===== config.mk =====
export PLATFORM = sky130hd
export DESIGN_NAME = stsg_queue_flat
export DESIGN_NICKNAME = d
export VERILOG_FILES = /design/src/stsg_pkg.sv /design/src/stsg_stream_if.sv /design/src/stsg_queue.sv /design/src/flat_wrapper.sv
export SDC_FILE = /design/constraint.sdc
export NUM_CORES = 1
export LEC_CHECK = 0
export ABC_AREA = 0
export BUFFER_PORTS_ARGS = -buffer_cell sky130_fd_sc_hd__buf_2
export CORE_AREA = 2 2 39 41
export CTS_CLUSTER_DIAMETER = 100
export DETAILED_ROUTE_END_ITERATION = 8
export DIE_AREA = 0 0 41 43
export GPL_TIMING_DRIVEN = 0
export PLACE_DENSITY_LB_ADDON = 0.3
export SYNTH_ARGS = -nofsm -noshare
export SYNTH_HDL_FRONTEND = slang
export SYNTH_SLANG_ARGS = --single-unit

===== constraint.sdc =====
create_clock -name clk_i -period 1.8 [get_ports clk_i]
set_input_delay 0.18 -clock clk_i [delete_from_list [all_inputs] [get_ports clk_i]]
set_output_delay 0.18 -clock clk_i [all_outputs]
set_load 0.01 [all_outputs]

===== src/stsg_pkg.sv =====
// Shared types, register codes and sine table arithmetic for the sine tone sample generator.
// No dependencies; the files that use it refer to it by scoped names.
package stsg_pkg;

  // Configuration register indexes
  localparam logic [2:0] REG_TUNING_WORD     = 3'd0;
  localparam logic [2:0] REG_SAMPLE_WIDTH    = 3'd1;
  localparam logic [2:0] REG_CONTAINER_BYTES = 3'd2;
  localparam logic [2:0] REG_BIG_ENDIAN      = 3'd3;
  localparam logic [2:0] REG_UNSIGNED_FORMAT = 3'd4;

  // Sample width codes
  localparam logic [1:0] SW_8BIT  = 2'd0;
  localparam logic [1:0] SW_16BIT = 2'd1;
  localparam logic [1:0] SW_24BIT = 2'd2;
  localparam logic [1:0] SW_32BIT = 2'd3;

  // Reset values of the configuration registers
  localparam logic [31:0] TUNING_WORD_RST     = 32'd10711;
  localparam logic [1:0]  SAMPLE_WIDTH_RST    = SW_24BIT;
  localparam logic [2:0]  CONTAINER_BYTES_RST = 3'd4;

  // Sine magnitude is Q0.23
  localparam int unsigned MAG_W    = 23;
  localparam logic [22:0] SINE_MAX = 23'h7FFFFF;
  localparam logic [63:0] Q30_ONE  = 64'd1073741824;
  localparam logic [63:0] HALF_PI_Q30 = 64'd1686629713;

  typedef struct packed {
    logic phase_restart;
    logic end_of_burst;
  } frame_req_t;

  typedef struct packed {
    logic [31:0] sample_bytes;
    logic [2:0]  channel_index;
    logic        last_of_frame;
    logic        burst_done;
  } sample_t;

  typedef struct packed {
    logic [2:0]  reg_index;
    logic [31:0] wdata;
  } cfg_wr_t;

  typedef struct packed {
    logic [31:0] tuning_word;
    logic [1:0]  sample_width_code;
    logic [2:0]  container_bytes;
    logic        big_endian_order;
    logic        unsigned_format;
  } cfg_t;

  // Queue entry: resolved phase of one frame plus its burst marker
  typedef struct packed {
    logic [31:0] phase;
    logic        end_of_burst;
  } frame_t;

  // Quarter-wave entry n for a table of 2^abits steps; evaluated at elaboration only
  function automatic logic [22:0] sine_entry(int unsigned n, int unsigned abits);
    logic [63:0] x;
    logic [63:0] a;
    logic [63:0] a2;
    logic [63:0] t;
    logic [63:0] s;
    x  = 64'(n) << (30 - abits);
    a  = (x * HALF_PI_Q30) >> 30;
    a2 = (a * a) >> 30;
    t  = Q30_ONE;
    // Horner steps of the Taylor series, innermost term first
    t  = Q30_ONE - ((a2 * t) >> 30) / 64'd156;
    t  = Q30_ONE - ((a2 * t) >> 30) / 64'd110;
    t  = Q30_ONE - ((a2 * t) >> 30) / 64'd72;
    t  = Q30_ONE - ((a2 * t) >> 30) / 64'd42;
    t  = Q30_ONE - ((a2 * t) >> 30) / 64'd20;
    t  = Q30_ONE - ((a2 * t) >> 30) / 64'd6;
    s  = (a * t) >> 30;
    s  = (s + 64'd64) >> 7;
    if (s > 64'(SINE_MAX)) begin
      s = 64'(SINE_MAX);
    end
    return s[22:0];
  endfunction

endpackage


===== src/stsg_stream_if.sv =====
// Valid/ready stream interface used for every channel of the sine tone sample generator.
// Payload type is a parameter; depends on nothing else.
interface stsg_stream_if #(
  parameter type payload_t = logic
);
  logic     valid;
  logic     ready;
  payload_t data;

  modport source (output valid, output data, input ready);
  modport sink   (input valid, input data, output ready);
endinterface


===== src/stsg_queue.sv =====
// Short register queue of resolved frames between the front and back ends.
// Depends on stsg_pkg and stsg_stream_if.
module stsg_queue #(
  parameter int unsigned DEPTH = 4
) (
  input  logic          clk_i,
  input  logic          rst_ni,
  stsg_stream_if.sink   in_i,
  stsg_stream_if.source out_o
);

  localparam int unsigned PTR_W = (DEPTH > 1) ? $clog2(DEPTH) : 1;
  localparam int unsigned CNT_W = $clog2(DEPTH + 1);

  stsg_pkg::frame_t  entries_q [DEPTH];
  logic [PTR_W-1:0]  wptr_q, wptr_d, rptr_q, rptr_d;
  logic [CNT_W-1:0]  count_q, count_d;
  logic              push, pop;

  assign in_i.ready  = (count_q != CNT_W'(DEPTH));
  assign out_o.valid = (count_q != '0);
  assign out_o.data  = entries_q[rptr_q];
  assign push        = in_i.valid & in_i.ready;
  assign pop         = out_o.valid & out_o.ready;

  // Advance pointers with explicit wrap
  always_comb begin
    wptr_d  = wptr_q;
    rptr_d  = rptr_q;
    count_d = count_q;
    if (push) begin
      wptr_d = (wptr_q == PTR_W'(DEPTH - 1)) ? '0 : wptr_q + 1'b1;
    end
    if (pop) begin
      rptr_d = (rptr_q == PTR_W'(DEPTH - 1)) ? '0 : rptr_q + 1'b1;
    end
    if (push && !pop) begin
      count_d = count_q + 1'b1;
    end else if (pop && !push) begin
      count_d = count_q - 1'b1;
    end
  end

  always_ff @(posedge clk_i or negedge rst_ni) begin
    if (!rst_ni) begin
      wptr_q  <= '0;
      rptr_q  <= '0;
      count_q <= '0;
    end else begin
      wptr_q  <= wptr_d;
      rptr_q  <= rptr_d;
      count_q <= count_d;
    end
  end

  // Store payload
  always_ff @(posedge clk_i) begin
    if (push) begin
      entries_q[wptr_q] <= in_i.data;
    end
  end

endmodule


===== src/flat_wrapper.sv =====
// flat-port wrapper written by rule: the top's interface ports become plain ports
module stsg_queue_flat 
#(
  parameter int unsigned DEPTH = 4
)
  (clk_i, rst_ni, in_i_valid, in_i_data, in_i_ready, out_o_valid, out_o_data, out_o_ready);
  stsg_stream_if in_i_i ();
  stsg_stream_if out_o_i ();
  input  logic clk_i;
  input  logic rst_ni;
  input wire logic [$bits(in_i_i.valid)-1:0] in_i_valid;
  input wire logic [$bits(in_i_i.data)-1:0] in_i_data;
  output wire logic [$bits(in_i_i.ready)-1:0] in_i_ready;
  output wire logic [$bits(out_o_i.valid)-1:0] out_o_valid;
  output wire logic [$bits(out_o_i.data)-1:0] out_o_data;
  input wire logic [$bits(out_o_i.ready)-1:0] out_o_ready;
  assign in_i_i.valid = in_i_valid;
  assign in_i_i.data = in_i_data;
  assign in_i_ready = in_i_i.ready;
  assign out_o_valid = out_o_i.valid;
  assign out_o_data = out_o_i.data;
  assign out_o_i.ready = out_o_ready;
  stsg_queue #(.DEPTH(DEPTH)) u_core (.clk_i(clk_i), .rst_ni(rst_ni), .in_i(in_i_i), .out_o(out_o_i));
endmodule

# [After elaboration in Yosys (flattened, before gate mapping)]
# Memory sizes are Yosys's and may differ from the RTL's.
# Cells that the tools add are included.
# Widths: inputs -> output; s select.
[word_totals] mem_bits_rw=4 wordCells=25 reg_bits=7 input_bits=5 output_inout_bits=3 n_memories=1
[op_classes] muxes=6 add_sub_neg=4 n_reduce_logical=6 n_bitwise=2 eq_ne=3
[memory_table] memory="u_core.entries_q" depth=4 width=1 read_ports=1 rd_ports_with_merged_regs=0 wr=1 line="stsg_queue.sv:15" rtl="stsg_pkg::frame_t entries_q [DEPTH];"
[op_table] cell="$mux 3" count=2
[op_table] cell="$add 2x1->2 const B" count=2
[op_table] cell="$eq 2x2->1 const B" count=2
[op_table] cell="$mux 2" count=2
[op_table] cell="$add 3x1->3 const B" count=1
[op_table] cell="$ne 3x3->1 const B" count=1
[op_table] cell="$reduce_bool 3->1" count=1
[op_table] cell="$sub 3x1->3 const B" count=1
[op_table] cell="$and 1x1->1" count=2
[op_table] cell="$logic_and 1x1->1" count=2
[op_table] cell="$logic_not 1->1" count=2
[op_table] cell="$mux 1" count=2
[op_table] cell="$reduce_bool 2->1" count=1

# [Longest topological paths before layout]
[logic_depth] word_depth=6 mapped_depth=8 mapped_depth_nobuf=8

# [Worst setup path after synthesis]
# OpenSTA, ideal clock, no wires.
[synth_path] path_type="reg2reg" from="register u_core.count_q[2]" to="register u_core.count_q[2]" required_ns=1.721 setup_ns=0.079 path_slack_ns=-0.169 t_arrival_ns=1.890 period_less_slack_ns=1.969 n_path_buf=0 path_stages_with_launch=9 path_cell_list="dfrtp_1 > or3_4 > nand2_4 > ha_1 > inv_1 > fa_1 > xor2_1 > nor2_1 > xor2_1"
[synth_between] elab_chain_cells=5 elab_cells_between_ends=13 classes_between="add/sub (2); eq/ne (1); mux (2); bitwise (2); reduce/logical (6)"
[synth_rtl] element="from (decl)" line="stsg_queue.sv:17" rtl="logic [CNT_W-1:0] count_q, count_d;"
[synth_rtl] element="from (signal assigned)" line="stsg_queue.sv:52" rtl="count_q <= count_d;"
[synth_rtl] element="$reduce_bool 3->1 (*)" line="stsg_queue.sv:21" rtl="assign out_o.valid = (count_q != '0);"
[synth_rtl] element="net out_o_valid" line="flat_wrapper.sv:14" rtl="output wire logic [$bits(out_o_i.valid)-1:0] out_o_valid;"
[synth_rtl] element="$and 1x1->1 (*)" line="stsg_queue.sv:24" rtl="assign pop = out_o.valid & out_o.ready;"
[synth_rtl] element="$logic_not 1->1" line="stsg_queue.sv:37" rtl="if (push && !pop) begin"
[synth_rtl] element="$logic_and 1x1->1" line="stsg_queue.sv:37"
[synth_rtl] element="$mux 3 / $reduce_bool 2->1 (equally long branches)"
# Mark *: on every way through the listed nets, which the timed path passes. The rest lies on a longest branch. The select of a mux whose other input is x is not followed.
# A chain may end at the register's enable or synchronous reset.

# [Final worst setup path]
[layout_path] from="register u_core.count_q[0]" to="register u_core.count_q[2]"
[layout_between] elab_chain_cells=5 elab_cells_between_ends=13 classes_between="add/sub (2); eq/ne (1); mux (2); bitwise (2); reduce/logical (6)"
[layout_rtl] element="branches (longest 5 deep; another with $sub 3x1->3)"
# Parallel ways; which one is timed is not known. The select of a mux whose other input is x is not followed.

==> flow_metrics.tcl <==
set metrics [dict create \
    r2r_slack_ns -0.07 \
    clk_pin_slew_ns 0.07 \
    top_layer "met4" \
    synth_edf_count 4 \
    max_cap_violations 0 \
    rsz0062_at_grt "yes" \
    drive_gt1_frac 0.508 \
    status "finished, violations left" \
    yosys.area.top_type "dfrtp_1" \
    die_area_um2 1760 \
    rows 14 \
    final_util 0.548 \
    critPathMaxFanout 2 \
    num_antenna_cells 0 \
    p_leak_nw 0.346 \
    ys_ff_latch 11 \
    synth.avg_cell_area_um2 14.1 \
    yosys.area.top_type_share 0.296 \
    finalSetupViolCount 2 \
    tightest_slew_ns 0.193 \
    ys_top_cells_by_count "dfrtp_1 (7), ha_1 (6), and2_1 (4), edfxtp_1 (4), nor2_1 (4)" \
    fin_setup_tns_ns -0.101 \
    coreArea_um2 1380 \
    critPathMaxStageDelay_ns 0.41 \
    totalWireLength_um 881 \
    grt_pass1_vias 340 \
    cts_buffers 3 \
    area_growth_pct 28.1 \
    synth_flop_cell "dfrtp_1" \
    seq_area_frac_synth 0.499 \
    place.gp.congestion 0.759 \
    synthTopCellsByArea "dfrtp_1 (30%), edfxtp_1 (20%), ha_1 (13%), mux2_2 (5.7%), mux2_4 (5.1%)" \
    ant_nets 0 \
    numPortBuffers 7 \
    vias_per_cell 4.56 \
    grt_pass1_wl_um 1470 \
    route.detailed.drc 0 \
    path_cells "or3_4, nand2_4, ha_4, inv_2, fa_2, xor2_1, nor2_1, xor2_1" \
    die_h_um 43 \
    worstHoldPathType "in2reg" \
    syn_inst 42 \
    critPathMostFrequentCell "xor2_1" \
    start_util 0.428 \
    dp_cells 65 \
    fill_cells 111 \
    fin_crit_sh 1.04 \
    clock_skew_ns 0.00347 \
    cts_tree "yes" \
    whs_ns 0.124 \
    wl_per_cell_um 11.4 \
    synthArstFlopShare 0.636 \
    setup_ws_ns -0.0710 \
    violations "setup timing" \
    met1Wirelength_um 383 \
    setup.worst_path.start_class "flop" \
    period_minus_slack_ns 1.87 \
    nNetsFinal 74 \
    post-dp-hpwl_um 589 \
    drtIter0Drc 0 \
    synth.most_common_cell "dfrtp_1" \
    pin_count 8 \
    syn_area_um2 592 \
    crit_required_ns 1.99 \
    dieWidth_um 41 \
    routed-wl-met3_um 39 \
    hold_viol_final 0 \
    vias 351 \
    max_freq_mhz 534 \
    clock_tree.root_cell "clkbuf_4" \
    ir_drop_uv 798 \
    clk_path_buf_depth 2 \
    cts_sinks 11 \
    arrival_ns 2.06 \
    grt_max_degree 8 \
    yosysWarnings 0 \
    drt-pass1-iter-count 1 \
    syn-num-nets 54 \
    cts-htree-levels 1 \
    synth_cell_types 16 \
    crit_path_end_kind "flop" \
    crit_type "reg2reg" \
    relSlewSlack 0.871 \
    clk_latency_ns 0.27 \
    post-place-ws_ns -0.157 \
    stdcell_count 77 \
    antenna_found_initial 0 \
    met2_length_um 447 \
    grt.overflow.total 0 \
    grt_usage 0.139 \
    power_density_nw_per_um2 1650 \
    crit_slowest_cell "dfrtp_2" \
    report.final.slew_viol_count 0 \
]
critical path, delay by kind of cell (launching register included):
kind | cells | cell delay (ns)
flops | 1 | 0.41
simple gates | 3 | 0.58
xor+xnor | 2 | 0.30
fa+ha+maj | 2 | 0.46
buf+inv | 1 | 0.03
cell type report:
class | count | area (um2) | share of cell area
Clock buffer | 4 | 26.3 | 0.0347
Sequential cell | 11 | 297 | 0.391
Multi-Input combinational cell | 28 | 307 | 0.404
Timing Repair Buffer | 15 | 97.6 | 0.129
Tap cell | 16 | 20.0 | 0.0264
Inverter | 3 | 11.3 | 0.0149
layer usage:
layer | vias up | global-route usage
li1 | 178 | -
met1 | 165 | 0.169
met2 | 6 | 0.188
met3 | 2 | 0.0942
met4 | 0 | 0.0600
met5 | - | 0
flip-flops by register name (all words and copies together) (netlist names):
signal / cells
u_core.rptr_q: 2
u_core.entries_q: 4
u_core.count_q: 3
u_core.wptr_q: 2
placed cells by master, fill, tap and decap left out:
master	n
inv_1	2
dfrtp_2	1
nor2_1	3
and2_1	4
inv_2	1
edfxtp_1	4
xnor2_1	1
ha_4	1
xor2_1	2
mux4_2	1
a21boi_2	1
nand2_4	1
mux2_2	2
dfrtp_1	6
buf_4	7
mux2_4	3
clkbuf_1	1
dlygate4sd3_1	1
clkbuf_4	3
nand2_1	1
buf_2	7
or3_4	1
nor2_2	1
fa_2	1
ha_1	5
kinds of logic (layout without fill, tap and decap cells):
| group | count (synthesis) | count (layout) | share of synthesized area |
|---|---|---|---|
| AO/OA/AOI/OAI | 1 | 1 | 0.0190 |
| adder cells (fa/ha/maj) | 7 | 7 | 0.161 |
| flip-flops | 11 | 11 | 0.499 |
| multiplexers | 6 | 6 | 0.146 |
| AND/OR/NAND/NOR | 11 | 11 | 0.112 |
| buffers and inverters | 3 | 22 | 0.0190 |
| XOR/XNOR | 3 | 3 | 0.0444 |
power breakdown:
| group | internal (mW) | switching [mW] | total [mW] |
|---|---|---|---|
| logic | 0.375 | 0.256 | 0.631 |
| clock network | 0.0858 | 0.0848 | 0.171 |
| registers | 0.369 | 0.0772 | 0.447 |
| total | 0.830 | 0.418 | 1.25 |
worst paths after layout:
check	from	cells after the start	to
max in group asynchronous	rst_ni	2	u_core.count_q[0]
max reg2reg	u_core.count_q[0]	8	u_core.count_q[2]
min in group asynchronous	rst_ni	2	u_core.wptr_q[1]
min reg2reg	u_core.rptr_q[1]	1	u_core.rptr_q[1]
min	in_i_data	1	u_core.entries_q[1]
max	u_core.count_q[0]	8	u_core.count_q[2]
what timing repair did:
item,CTS,global route
buffers inserted,6,1
hold buffers,1,0
resized for setup,2,0
endpoints found under the setup margin,2,2
pin swaps,4,0
hold endpoints to repair,7,0
through the flow:
step	total power [mW]	instance area, um2
detailed placement	0.997	666
finish	1.25	758
floorplan	0.879	611
CTS	1.26	751
global placement	0.976	666
global route	1.37	758
Note: power is estimated with default switching activity, not from simulation.
